## src/rtl/iir2_pkg.sv

```systemverilog
package iir2_pkg;

  localparam int COEF_BITS  = 32;
  localparam int NUM_COEFFS = 5;
  localparam int CIDX_BITS  = 3;

  typedef logic [CIDX_BITS-1:0] coef_idx_t;

  // Coefficient register indexes
  localparam coef_idx_t CI_DIRECT = 3'd0;
  localparam coef_idx_t CI_IN1    = 3'd1;
  localparam coef_idx_t CI_FB1    = 3'd2;
  localparam coef_idx_t CI_IN2    = 3'd3;
  localparam coef_idx_t CI_FB2    = 3'd4;

  typedef enum logic [1:0] {
    ADD_D1,
    ADD_D2,
    ADD_ACC
  } add_src_t;

  typedef struct packed {
    logic      load;         // capture the new sample, start c0*x
    coef_idx_t mul_coef;
    logic      mul_from_y;   // multiply by the rounded output instead of x
    add_src_t  add_src;
    logic      acc_from_add;
    logic      round;
    logic      d2_from_p;
    logic      d1_from_add;
    logic      d2_from_add;
    logic      publish;      // move the result into the output register
  } iir2_ctrl_t;

endpackage

```

## src/rtl/iir2_if.sv

```systemverilog
interface iir2_in_if #(parameter int SAMPLE_BITS = 16);
  logic                          valid;
  logic                          ready;
  logic signed [SAMPLE_BITS-1:0] sample_in;
  modport source (output valid, output sample_in, input ready);
  modport sink (input valid, input sample_in, output ready);
endinterface

interface iir2_out_if #(parameter int SAMPLE_BITS = 16);
  logic                          valid;
  logic                          ready;
  logic signed [SAMPLE_BITS-1:0] sample_out;
  logic                          clipped;
  modport source (output valid, output sample_out, output clipped, input ready);
  modport sink (input valid, input sample_out, input clipped, output ready);
endinterface

interface iir2_cfg_if;
  logic        valid;
  logic        ready;
  logic [2:0]  index;
  logic [31:0] data;
  modport source (output valid, output index, output data, input ready);
  modport sink (input valid, input index, input data, output ready);
endinterface

```

## src/rtl/second_order_iir_filter.sv

```systemverilog
// Biquad IIR section, transposed direct form II, Q1.15 samples in and out.
//
// Channels:
//   din  - one signed sample per item (valid/ready).
//   dout - filtered sample plus a clipped flag, one item per input item.
//   cfg  - coefficient writes, index 0..4 = direct, input->first delay,
//          feedback->first delay, input->second delay, feedback->second delay.
//          cfg.ready is always high; indexes above 4 are dropped. Any valid
//          coefficient write clears both delays. Write only while idle.
// Schedule: one multiplier and one saturating adder are shared over the five
//   products, so each item passes through the accept cycle and the five
//   sequencer steps ACC0, RND, MOV, D1 and D2. dout.valid is registered from
//   the publish strobe of D2 (or of HOLD on a stall), and din.ready is low
//   from acceptance until the sequencer is back in IDLE.
// Stall: dout is a register; a new item is accepted while a result waits.
//   If that item completes before the old result is taken, the block holds
//   it and keeps din.ready low until the output register frees up.
// Reset: coefficients return to a unity pass-through, delays clear, no
//   result is pending.
module second_order_iir_filter
  import iir2_pkg::*;
#(
  parameter int SAMPLE_BITS     = 16,
  parameter int COEFF_FRAC_BITS = 28
) (
  input logic                          clk,
  input logic                          rst,
  iir2_in_if.sink                      din,
  iir2_out_if.source                   dout,
  iir2_cfg_if.sink                     cfg
);

  iir2_ctrl_t ctrl;

  assign cfg.ready = 1'b1;

  iir2_seq u_seq (
    .clk       (clk),
    .rst       (rst),
    .in_valid  (din.valid),
    .in_ready  (din.ready),
    .out_ready (dout.ready),
    .out_valid (dout.valid),
    .ctrl      (ctrl)
  );

  iir2_datapath #(
    .SAMPLE_BITS     (SAMPLE_BITS),
    .COEFF_FRAC_BITS (COEFF_FRAC_BITS)
  ) u_dp (
    .clk        (clk),
    .rst        (rst),
    .ctrl       (ctrl),
    .sample_in  (din.sample_in),
    .cfg_we     (cfg.valid),
    .cfg_index  (cfg.index),
    .cfg_data   (cfg.data),
    .sample_out (dout.sample_out),
    .clipped    (dout.clipped)
  );

endmodule

```

## src/rtl/iir2_seq.sv

```systemverilog
module iir2_seq
  import iir2_pkg::*;
(
  input  logic       clk,
  input  logic       rst,
  input  logic       in_valid,
  output logic       in_ready,
  input  logic       out_ready,
  output logic       out_valid,
  output iir2_ctrl_t ctrl
);

  typedef enum logic [2:0] {
    S_IDLE,
    S_ACC0,
    S_RND,
    S_MOV,
    S_D1,
    S_D2,
    S_HOLD
  } state_t;

  state_t state;
  state_t state_next;
  logic   slot_free;

  assign slot_free = !out_valid || out_ready;
  assign in_ready  = (state == S_IDLE);

  always_comb begin
    ctrl          = '0;
    ctrl.add_src  = ADD_D1;
    ctrl.mul_coef = CI_DIRECT;
    state_next    = state;
    case (state)
      S_IDLE: begin
        ctrl.load = in_valid;
        if (in_valid) state_next = S_ACC0;
      end
      S_ACC0: begin
        ctrl.add_src      = ADD_D1;
        ctrl.acc_from_add = 1'b1;
        ctrl.mul_coef     = CI_IN1;
        state_next        = S_RND;
      end
      S_RND: begin
        // acc now becomes the partial first delay
        ctrl.round        = 1'b1;
        ctrl.add_src      = ADD_D2;
        ctrl.acc_from_add = 1'b1;
        ctrl.mul_coef     = CI_IN2;
        state_next        = S_MOV;
      end
      S_MOV: begin
        ctrl.d2_from_p  = 1'b1;
        ctrl.mul_coef   = CI_FB1;
        ctrl.mul_from_y = 1'b1;
        state_next      = S_D1;
      end
      S_D1: begin
        ctrl.add_src     = ADD_ACC;
        ctrl.d1_from_add = 1'b1;
        ctrl.mul_coef    = CI_FB2;
        ctrl.mul_from_y  = 1'b1;
        state_next       = S_D2;
      end
      S_D2: begin
        ctrl.add_src     = ADD_D2;
        ctrl.d2_from_add = 1'b1;
        ctrl.publish     = slot_free;
        state_next       = slot_free ? S_IDLE : S_HOLD;
      end
      S_HOLD: begin
        ctrl.publish = slot_free;
        if (slot_free) state_next = S_IDLE;
      end
      default: begin
        state_next = S_IDLE;
      end
    endcase
  end

  always_ff @(posedge clk) begin
    if (rst) begin
      state     <= S_IDLE;
      out_valid <= 1'b0;
    end else begin
      state     <= state_next;
      out_valid <= ctrl.publish || (out_valid && !out_ready);
    end
  end

endmodule

```

## src/rtl/iir2_datapath.sv

```systemverilog
module iir2_datapath
  import iir2_pkg::*;
#(
  parameter int SAMPLE_BITS     = 16,
  parameter int COEFF_FRAC_BITS = 28
) (
  input  logic                          clk,
  input  logic                          rst,
  input  iir2_ctrl_t                    ctrl,
  input  logic signed [SAMPLE_BITS-1:0] sample_in,
  input  logic                          cfg_we,
  input  logic [CIDX_BITS-1:0]          cfg_index,
  input  logic [COEF_BITS-1:0]          cfg_data,
  output logic signed [SAMPLE_BITS-1:0] sample_out,
  output logic                          clipped
);

  localparam int ACC_BITS = SAMPLE_BITS + COEF_BITS;
  localparam int QW       = ACC_BITS - COEFF_FRAC_BITS;
  localparam logic signed [ACC_BITS-1:0] ACC_MAX = {1'b0, {(ACC_BITS-1){1'b1}}};
  localparam logic signed [ACC_BITS-1:0] ACC_MIN = {1'b1, {(ACC_BITS-1){1'b0}}};
  localparam logic signed [SAMPLE_BITS-1:0] SMP_MAX = {1'b0, {(SAMPLE_BITS-1){1'b1}}};
  localparam logic signed [SAMPLE_BITS-1:0] SMP_MIN = {1'b1, {(SAMPLE_BITS-1){1'b0}}};
  localparam logic [COEF_BITS-1:0] GAIN_ONE = COEF_BITS'(64'd1 << COEFF_FRAC_BITS);

  logic signed [COEF_BITS-1:0]   coef [NUM_COEFFS];
  logic signed [SAMPLE_BITS-1:0] x;
  logic signed [SAMPLE_BITS-1:0] yq;
  logic signed [ACC_BITS-1:0]    p;
  logic signed [ACC_BITS-1:0]    acc;
  logic signed [ACC_BITS-1:0]    d1;
  logic signed [ACC_BITS-1:0]    d2;
  logic                          flag;
  logic                          flag_next;

  logic signed [COEF_BITS-1:0]   coef_op;
  logic signed [SAMPLE_BITS-1:0] mand_op;
  logic signed [ACC_BITS-1:0]    prod;
  logic signed [ACC_BITS-1:0]    add_a;
  logic signed [ACC_BITS:0]      sum;
  logic                          add_ovf;
  logic signed [ACC_BITS-1:0]    add_res;
  logic                          add_use;
  logic signed [QW-1:0]          q_sh;
  logic signed [QW:0]            rnd;
  logic [QW-SAMPLE_BITS+1:0]     rnd_top;
  logic                          rnd_ovf;
  logic signed [SAMPLE_BITS-1:0] rnd_val;

  // Shared multiplier: product always fits the accumulator width
  assign coef_op = coef[ctrl.mul_coef];
  assign mand_op = ctrl.load ? sample_in : (ctrl.mul_from_y ? yq : x);
  assign prod    = ACC_BITS'(coef_op) * ACC_BITS'(mand_op);

  // Shared saturating adder, second operand is always the product register
  always_comb begin
    case (ctrl.add_src)
      ADD_D1:  add_a = d1;
      ADD_D2:  add_a = d2;
      ADD_ACC: add_a = acc;
      default: add_a = d1;
    endcase
  end

  assign sum     = {add_a[ACC_BITS-1], add_a} + {p[ACC_BITS-1], p};
  assign add_ovf = sum[ACC_BITS] != sum[ACC_BITS-1];
  assign add_res = add_ovf ? (sum[ACC_BITS] ? ACC_MIN : ACC_MAX) : sum[ACC_BITS-1:0];
  assign add_use = ctrl.acc_from_add || ctrl.d1_from_add || ctrl.d2_from_add;

  // Round half up, then saturate to the sample range
  assign q_sh    = acc[ACC_BITS-1:COEFF_FRAC_BITS];
  assign rnd     = {q_sh[QW-1], q_sh} + (QW+1)'(acc[COEFF_FRAC_BITS-1]);
  assign rnd_top = rnd[QW:SAMPLE_BITS-1];
  assign rnd_ovf = !((&rnd_top) || !(|rnd_top));
  assign rnd_val = rnd_ovf ? (rnd[QW] ? SMP_MIN : SMP_MAX) : rnd[SAMPLE_BITS-1:0];

  assign flag_next = ctrl.load ? 1'b0
                   : (flag || (add_use && add_ovf) || (ctrl.round && rnd_ovf));

  always_ff @(posedge clk) begin
    if (rst) begin
      coef[0] <= GAIN_ONE;
      for (int i = 1; i < NUM_COEFFS; i++) coef[i] <= '0;
      d1   <= '0;
      d2   <= '0;
      flag <= 1'b0;
    end else begin
      flag <= flag_next;
      if (cfg_we && (cfg_index < CIDX_BITS'(NUM_COEFFS))) begin
        // any coefficient write restarts the filter
        coef[cfg_index] <= cfg_data;
        d1 <= '0;
        d2 <= '0;
      end else begin
        if (ctrl.d1_from_add) d1 <= add_res;
        if (ctrl.d2_from_p) begin
          d2 <= p;
        end else if (ctrl.d2_from_add) begin
          d2 <= add_res;
        end
      end
    end
  end

  always_ff @(posedge clk) begin
    p <= prod;
    if (ctrl.load) x <= sample_in;
    if (ctrl.acc_from_add) acc <= add_res;
    if (ctrl.round) yq <= rnd_val;
    if (ctrl.publish) begin
      sample_out <= yq;
      clipped    <= flag_next;
    end
  end

endmodule

```

## src/flat_wrapper.sv

```systemverilog
// flat-port wrapper written by rule: the top's interface ports become plain ports
module second_order_iir_filter_flat import iir2_pkg::*;
#(
  parameter int SAMPLE_BITS     = 16,
  parameter int COEFF_FRAC_BITS = 28
)
  (clk, rst, din_valid, din_sample_in, din_ready, dout_valid, dout_sample_out, dout_clipped, dout_ready, cfg_valid, cfg_index, cfg_data, cfg_ready);
  iir2_in_if #(.SAMPLE_BITS(SAMPLE_BITS)) din_i ();
  iir2_out_if #(.SAMPLE_BITS(SAMPLE_BITS)) dout_i ();
  iir2_cfg_if cfg_i ();
  input logic clk;
  input logic rst;
  input wire logic [$bits(din_i.valid)-1:0] din_valid;
  input wire logic [$bits(din_i.sample_in)-1:0] din_sample_in;
  output wire logic [$bits(din_i.ready)-1:0] din_ready;
  output wire logic [$bits(dout_i.valid)-1:0] dout_valid;
  output wire logic [$bits(dout_i.sample_out)-1:0] dout_sample_out;
  output wire logic [$bits(dout_i.clipped)-1:0] dout_clipped;
  input wire logic [$bits(dout_i.ready)-1:0] dout_ready;
  input wire logic [$bits(cfg_i.valid)-1:0] cfg_valid;
  input wire logic [$bits(cfg_i.index)-1:0] cfg_index;
  input wire logic [$bits(cfg_i.data)-1:0] cfg_data;
  output wire logic [$bits(cfg_i.ready)-1:0] cfg_ready;
  assign din_i.valid = din_valid;
  assign din_i.sample_in = din_sample_in;
  assign din_ready = din_i.ready;
  assign dout_valid = dout_i.valid;
  assign dout_sample_out = dout_i.sample_out;
  assign dout_clipped = dout_i.clipped;
  assign dout_i.ready = dout_ready;
  assign cfg_i.valid = cfg_valid;
  assign cfg_i.index = cfg_index;
  assign cfg_i.data = cfg_data;
  assign cfg_ready = cfg_i.ready;
  second_order_iir_filter #(.SAMPLE_BITS(SAMPLE_BITS), .COEFF_FRAC_BITS(COEFF_FRAC_BITS)) u_core (.clk(clk), .rst(rst), .din(din_i), .dout(dout_i), .cfg(cfg_i));
endmodule
```

## config.mk

```make
export PLATFORM = sky130hd
export DESIGN_NAME = second_order_iir_filter_flat
export DESIGN_NICKNAME = d
export VERILOG_FILES = /design/src/rtl/iir2_pkg.sv /design/src/rtl/iir2_if.sv /design/src/rtl/second_order_iir_filter.sv /design/src/rtl/iir2_seq.sv /design/src/rtl/iir2_datapath.sv /design/src/flat_wrapper.sv
export SDC_FILE = /design/constraint.sdc
export NUM_CORES = 2
export LEC_CHECK = 0
export CAP_MARGIN = 10
export CORE_MARGIN = 2
export CORE_UTILIZATION = 55
export DETAILED_ROUTE_END_ITERATION = 10
export DONT_BUFFER_PORTS = 1
export PLACE_DENSITY = 0.81
export SLEW_MARGIN = 20
export SYNTH_ARGS = -nofsm -noshare
export SYNTH_HDL_FRONTEND = slang
export SYNTH_SLANG_ARGS = --single-unit
```

## constraint.sdc

```tcl
create_clock -name clk -period 7.65 [get_ports clk]
set_clock_uncertainty 0.1 [all_clocks]
set_input_delay 0 -clock clk [delete_from_list [all_inputs] [get_ports clk]]
set_output_delay 0 -clock clk [all_outputs]
set_load 0.01 [all_outputs]
```

### Yosys cells after proc, flatten, opt, wreduce, memory -nomap -nowiden

Memory sizes are Yosys's and may differ from the RTL's.
Cells that the tools add are included.

| storage, ports and cells | value |
|---|---|
| output and inout port bits | 20 |
| flip-flop bits (word level) | 246 |
| bits in writable memories | 160 |
| logic and storage cells | 85 |
| bits of input ports | 56 |
| memories kept | 1 |

| operators by class | value |
|---|---|
| multipliers | 1 |
| muxes and demuxes | 32 |
| reductions and logical operators | 26 |
| $add $sub $neg | 2 |
| equality and inequality tests | 11 |
| magnitude comparators | 1 |

Memory list:

| name | depth | width | read ports | clocked after Yosys merged registers in | write ports | RTL line | text |
|---|---|---|---|---|---|---|---|
| u_core.u_dp.coef | 5 | 32 | 1 | 0 | 5 | iir2_datapath.sv:26 | `logic signed [COEF_BITS-1:0] coef [NUM_COEFFS];` |

Operators by type and width:

| operator | count |
|---|---|
| 48-bit two-way mux | 4 |
| 48-bit case mux with 2 select lines | 1 |
| 16-bit two-way mux | 4 |
| 48-bit by 48-bit adder with 49-bit output | 1 |
| 32-bit by 16-bit multiplier with 48-bit output | 1 |
| 32-bit two-way mux | 1 |
| 32-bit OR reduction | 1 |
| 20-bit by 2-bit adder with 21-bit output | 1 |
| 3-bit case mux with 7 select lines | 1 |
| 1-bit two-way mux | 15 |
| 3-bit two-way mux | 4 |
| 3-bit case mux with 4 select lines | 1 |
| 2-bit OR reduction | 5 |
| 3-bit equality test, second input constant | 3 |
| 1-bit logical OR | 7 |
| 3-bit by 2-bit equality test with 1-bit output, second input constant | 2 |
| 6-bit AND reduction | 1 |
| 6-bit OR reduction | 1 |
| 1-bit logical AND | 4 |
| 1-bit logical NOT | 4 |
| 2-bit != test, second input constant | 2 |
| 2-bit case mux with 2 select lines | 1 |
| 3-bit by 1-bit equality test with 1-bit output, second input constant | 1 |
| 3-bit logical NOT | 1 |
| 6 further kinds | 6 |

### Logic depth before layout (Yosys ltp)

| depth | value |
|---|---|
| depth after elaboration | 11 |
| gate-level depth with buffers | 34 |
| depth with buffers taken out | 31 |

### Modules after synthesis

A second synthesis with hierarchy kept.

| unflattened totals | value |
|---|---|
| cell total of the unflattened synthesis | 4,024 |
| area, all modules | 41,103.2 sq um |

By module, submodules not included:

| module | instances | area an instance (sq um) | cells each | sequential area each (sq um) |
|---|---|---|---|---|
| iir2_datapath | 1 | 40,786.6 | 3,989 | 13,503.0 |
| iir2_seq | 1 | 305.3 | 33 | 80.1 |
| second_order_iir_filter | 1 | 11.3 | 2 | 0.0 |

### Worst setup path before layout

Ideal clock, no wire load.

| path | value |
|---|---|
| path kind | register -> register |
| start point | reg u_core.u_seq.state[0] |
| end point | reg u_core.u_dp.p[47] |
| stages on the path, launching flop included | 31 |
| path buffers | 3 |
| clock period less this slack | 8.163 ns |
| setup time | 0.118 ns |
| required time | 7.432 ns |
| slack | -0.513 ns |
| arrival | 7.945 ns |
| cell sequence | dfxtp_1 > clkbuf_1 > nor2_1 > nand2_1 > clkinv_1 > nor2_1 > buf_2 > mux2i_1 > o21ai_1 > clkbuf_1 > nand2_1 > fa_1 > fa_1 > fa_1 > fa_1 > inv_1 > fa_1 > inv_1 > fa_1 > inv_1 > ha_1 > o21ai_1 > a21oi_1 > a21o_1 > a311o_1 > a21oi_1 > o21ai_1 > a31oi_1 > o21ai_1 > a31o_1 > xnor2_1 |

| on the way | value |
|---|---|
| longest elaborated chain between the ends | 6 |
| elaborated cells between the ends (all ways) | 13 |
| those cells by class | 1 x mul; 4 x eq/ne; 5 x mux; 2 x reduce/logical; 1 x memory |

RTL lines:

| element | RTL line | text |
|---|---|---|
| start: declaration | iir2_seq.sv:23 | `state_t state;` |
| start signal: assignment | iir2_seq.sv:88 | `state <= state_next;` |
| branches (longest 5 deep; another with memory 5 x 32 bit) | -- |  |
| 32-bit by 16-bit multiplier with 48-bit output * | iir2_datapath.sv:53 | `assign prod = ACC_BITS'(coef_op) * ACC_BITS'(mand_op);` |
| named net u_core.u_dp.prod[47] | iir2_datapath.sv:38 | `logic signed [ACC_BITS-1:0] prod;` |
| end signal: assignment | iir2_datapath.sv:106 | `p <= prod;` |
| end: declaration | iir2_datapath.sv:29 | `logic signed [ACC_BITS-1:0] p;` |

Mark *: on every way through the listed nets, which the timed path passes.
A chain may end at the register's enable or synchronous reset.

### Worst setup path in the final report

| path | value |
|---|---|
| start point | reg u_core.u_seq.state[1] |
| end point | reg u_core.u_dp.p[46] |

The elaborated chain is that of the path after synthesis.

==> flow_summary.toml <==
[run_status]
outcome = "finished with violations"
violations = "hold timing, setup timing"

[sta]
slew_viol_final = 0
fin_ws_ns = -0.122
hold-worst-slack_ns = -0.00454
min_period_over_period = 1.02
clock.fmax_mhz = 129
hold_viol_final = 1
setup_viol = 1
slew_headroom = 0.345
post-route-min-period_ns = 7.77
worstMarginPinSlew_ns = 0.982

[drt]
drtPass1Iterations = 6
drt_iter0_drc = 3267
vias = 29801
ant_nets = 0
drc = 0
viasPerCell = 6.02
wl_um = 112000
routedWlPerCell_um = 22.5

[yosys]
ys.flop_type = "edfxtp_1"
yosys.cell_types.count = 81
async_reset_ff_frac = 0
syn-cell-area_um2 = 37300
ys_ff_latch = 406
synth_top_area_share = 0.261
yosysWarnings = 0
synth.area.top_cells = "fa_1, edfxtp_1, dfxtp_1"
synth_common_cells = "inv_1, fa_1, nand2_1"
yosysSeqAreaShare = 0.287
yosys.area.top_type = "fa_1"
syn_nets = 4576
synth_edf_count = 257
yosysMostFrequentCell = "inv_1"
syn_inst = 3867
syn_area_per_cell_um2 = 9.66

[clock_tree]
clk_pin_slew_worst_paths_ns = 0.06
clockBufferDepth = 3
cts_sinks = 406
clock_latency_ns = 0.59
cts_tree = "yes"
ctsHtreeMaxLevel = 2
cts_buffers = 43
cts-root-buf = "clkbuf_16"

[critical_path]
cp-endpoint = "u_core.u_dp.p[46]"
reg2reg_from = "u_core.u_seq.state[1]"
worstPathRequired_ns = 8.05
timing.rr.end = "u_core.u_dp.p[46]"
crit_start = "u_core.u_seq.state[1]"
critPathCaptureType = "flop"
cp.arrival_ns = 8.17
crit_type = "flop to flop"
cp_common_cell = "fa_1"
rrSetupSlack_ns = -0.12
r2r_cells = 31
cp_max_fo = 18
max_stage_delay_ns = 0.54
crit_path_start_kind = "flop"
cpMaxStageDelayCell = "fa_1"

[min_path]
worstHoldPathType = "primary input to flop"
min_from = "din_sample_in[1]"
holdPathStages = 1

[grt]
antenna_found_initial = 2
grt_pass1_vias = 30319
grt_pass1_wl_um = 168000
track_usage = 0.310
overflow = 0
grt_max_degree = 98

[layout]
n_antenna_cell = 0
drive_gt1_frac = 0.117
fin_nets = 4753
stdcell_count = 4951
fillCellCount = 5011
fin_area_um2 = 42600
areaGrowthSynthToFinish_pct = 14.1
finish.utilization = 0.634

[placement]
gp_congestion = 1.02
hpwl_um = 78900
place_area_um2 = 39700
dp_cells = 4771
port_buffers = 0

[floorplan]
num_rows = 95
die_h_um = 265
dieWidth_um = 265
die-area_um2 = 70000
core_um2 = 67200
initial_core_util = 0.556
num_io_pins = 76

[job]
drv_cap = 0
==> per-layer routing <==
layer	global-route usage	wire length, µm	vias to the layer above
li1	-	-	12944
met1	0.393	40700	14551
met2	0.511	51700	1897
met3	0.0657	12600	407
met4	0.147	6700	2
met5	0	11	-
==> through the flow <==
step	hold slack, ns	TNS [ns]	setup WS [ns]
after global placement	-0.0301	-0.248	-0.0950
after detailed placement	-0.0270	-1.02	-0.193
after global routing	-0.00581	-0.477	-0.198
after CTS	0.00270	0	0.0221
after floorplan	-0.00113	0	0.0287
final	-0.00454	-0.122	-0.122
==> area by class of cell <==
type | instances | area, µm² | area share
Clock inverter | 24 | 255 | 0.00599
Multi-Input combinational cell | 2641 | 24000 | 0.564
Tap cell | 873 | 1090 | 0.0256
Inverter | 638 | 2390 | 0.0562
Clock buffer | 55 | 1170 | 0.0275
Timing Repair Buffer | 314 | 2960 | 0.0695
Sequential cell | 406 | 10700 | 0.251
==> worst max-delay path, delay by kind of cell, from the launching register on <==
family	cells	cell delay [ns]
buffers and inverters	8	1.06
adders and majority gates	7	3.26
and+or+nand+nor	6	0.80
DFF	1	0.40
muxes	1	0.21
AOI/OAI and AO/OA	8	1.70
xor gates and xnor gates	1	0.13
==> layout by cell type (no fill, tap or decap), types with 11 or more instances in the layout <==
cell type	instances
and2_1	189
nor2_1	295
a211oi_1	13
o21ai_0	135
nand2b_1	17
a21oi_1	185
edfxtp_1	257
o21a_1	18
o21ai_1	11
xor2_1	39
nand4_1	20
o22ai_1	45
nor3_1	14
nand2_1	425
dlygate4sd3_1	72
nor2b_1	16
a21oi_2	35
buf_4	207
a22oi_1	93
mux4_2	32
dfxtp_1	146
a21o_1	73
inv_1	637
a31oi_1	14
nand3_1	21
mux2i_1	39
clkbuf_16	49
buf_12	22
ha_1	161
xnor2_1	70
fa_1	482
==> cell families after synthesis <==
family                     Yosys count  synth area share
and+or+nand+nor                   1069             0.131
buffers and inverters              822            0.0839
AOI/OAI and AO/OA                  727             0.124
adders and majority gates          653             0.317
DFF                                406             0.287
xor gates and xnor gates           109            0.0256
muxes                               80            0.0322
other                                1          0.000100
==> how the worst min path moves through the flow <==
stage                                       end  slack [ns]
after CTS                      u_core.u_dp.x[1]       0.003
final                          u_core.u_dp.x[1]      -0.005
after detailed placement  u_core.u_seq.state[1]       -0.03
after floorplan                u_core.u_dp.x[0]      -0.001
after global placement    u_core.u_seq.state[2]       -0.03
after global routing           u_core.u_dp.x[1]      -0.006
==> timing repair <==
action                                  in CTS  in global routing
hold buffers                                72                  0
cloned                                       0                  8
setup buffers                                0                 21
gates resized for setup                     24                 68
endpoints found under the setup margin      11                 15
pin swaps                                    2                 23
hold endpoints to repair                   242                  0
==> flip-flops by register name, summed over array words and instances (netlist names), 3 cells and up <==
register,flops
u_core.u_dp.d2,48
u_core.u_dp.p,48
u_core.u_dp.acc,48
u_core.u_dp.yq,16
u_core.u_dp.x,16
u_core.u_dp.coef,160
u_core.u_seq.state,3
u_core.u_dp.d1,48
u_core.u_dp.sample_out,16
Power is not shown: default switching activity piles up to over one toggle a cycle in this logic, so the estimate is an artifact.
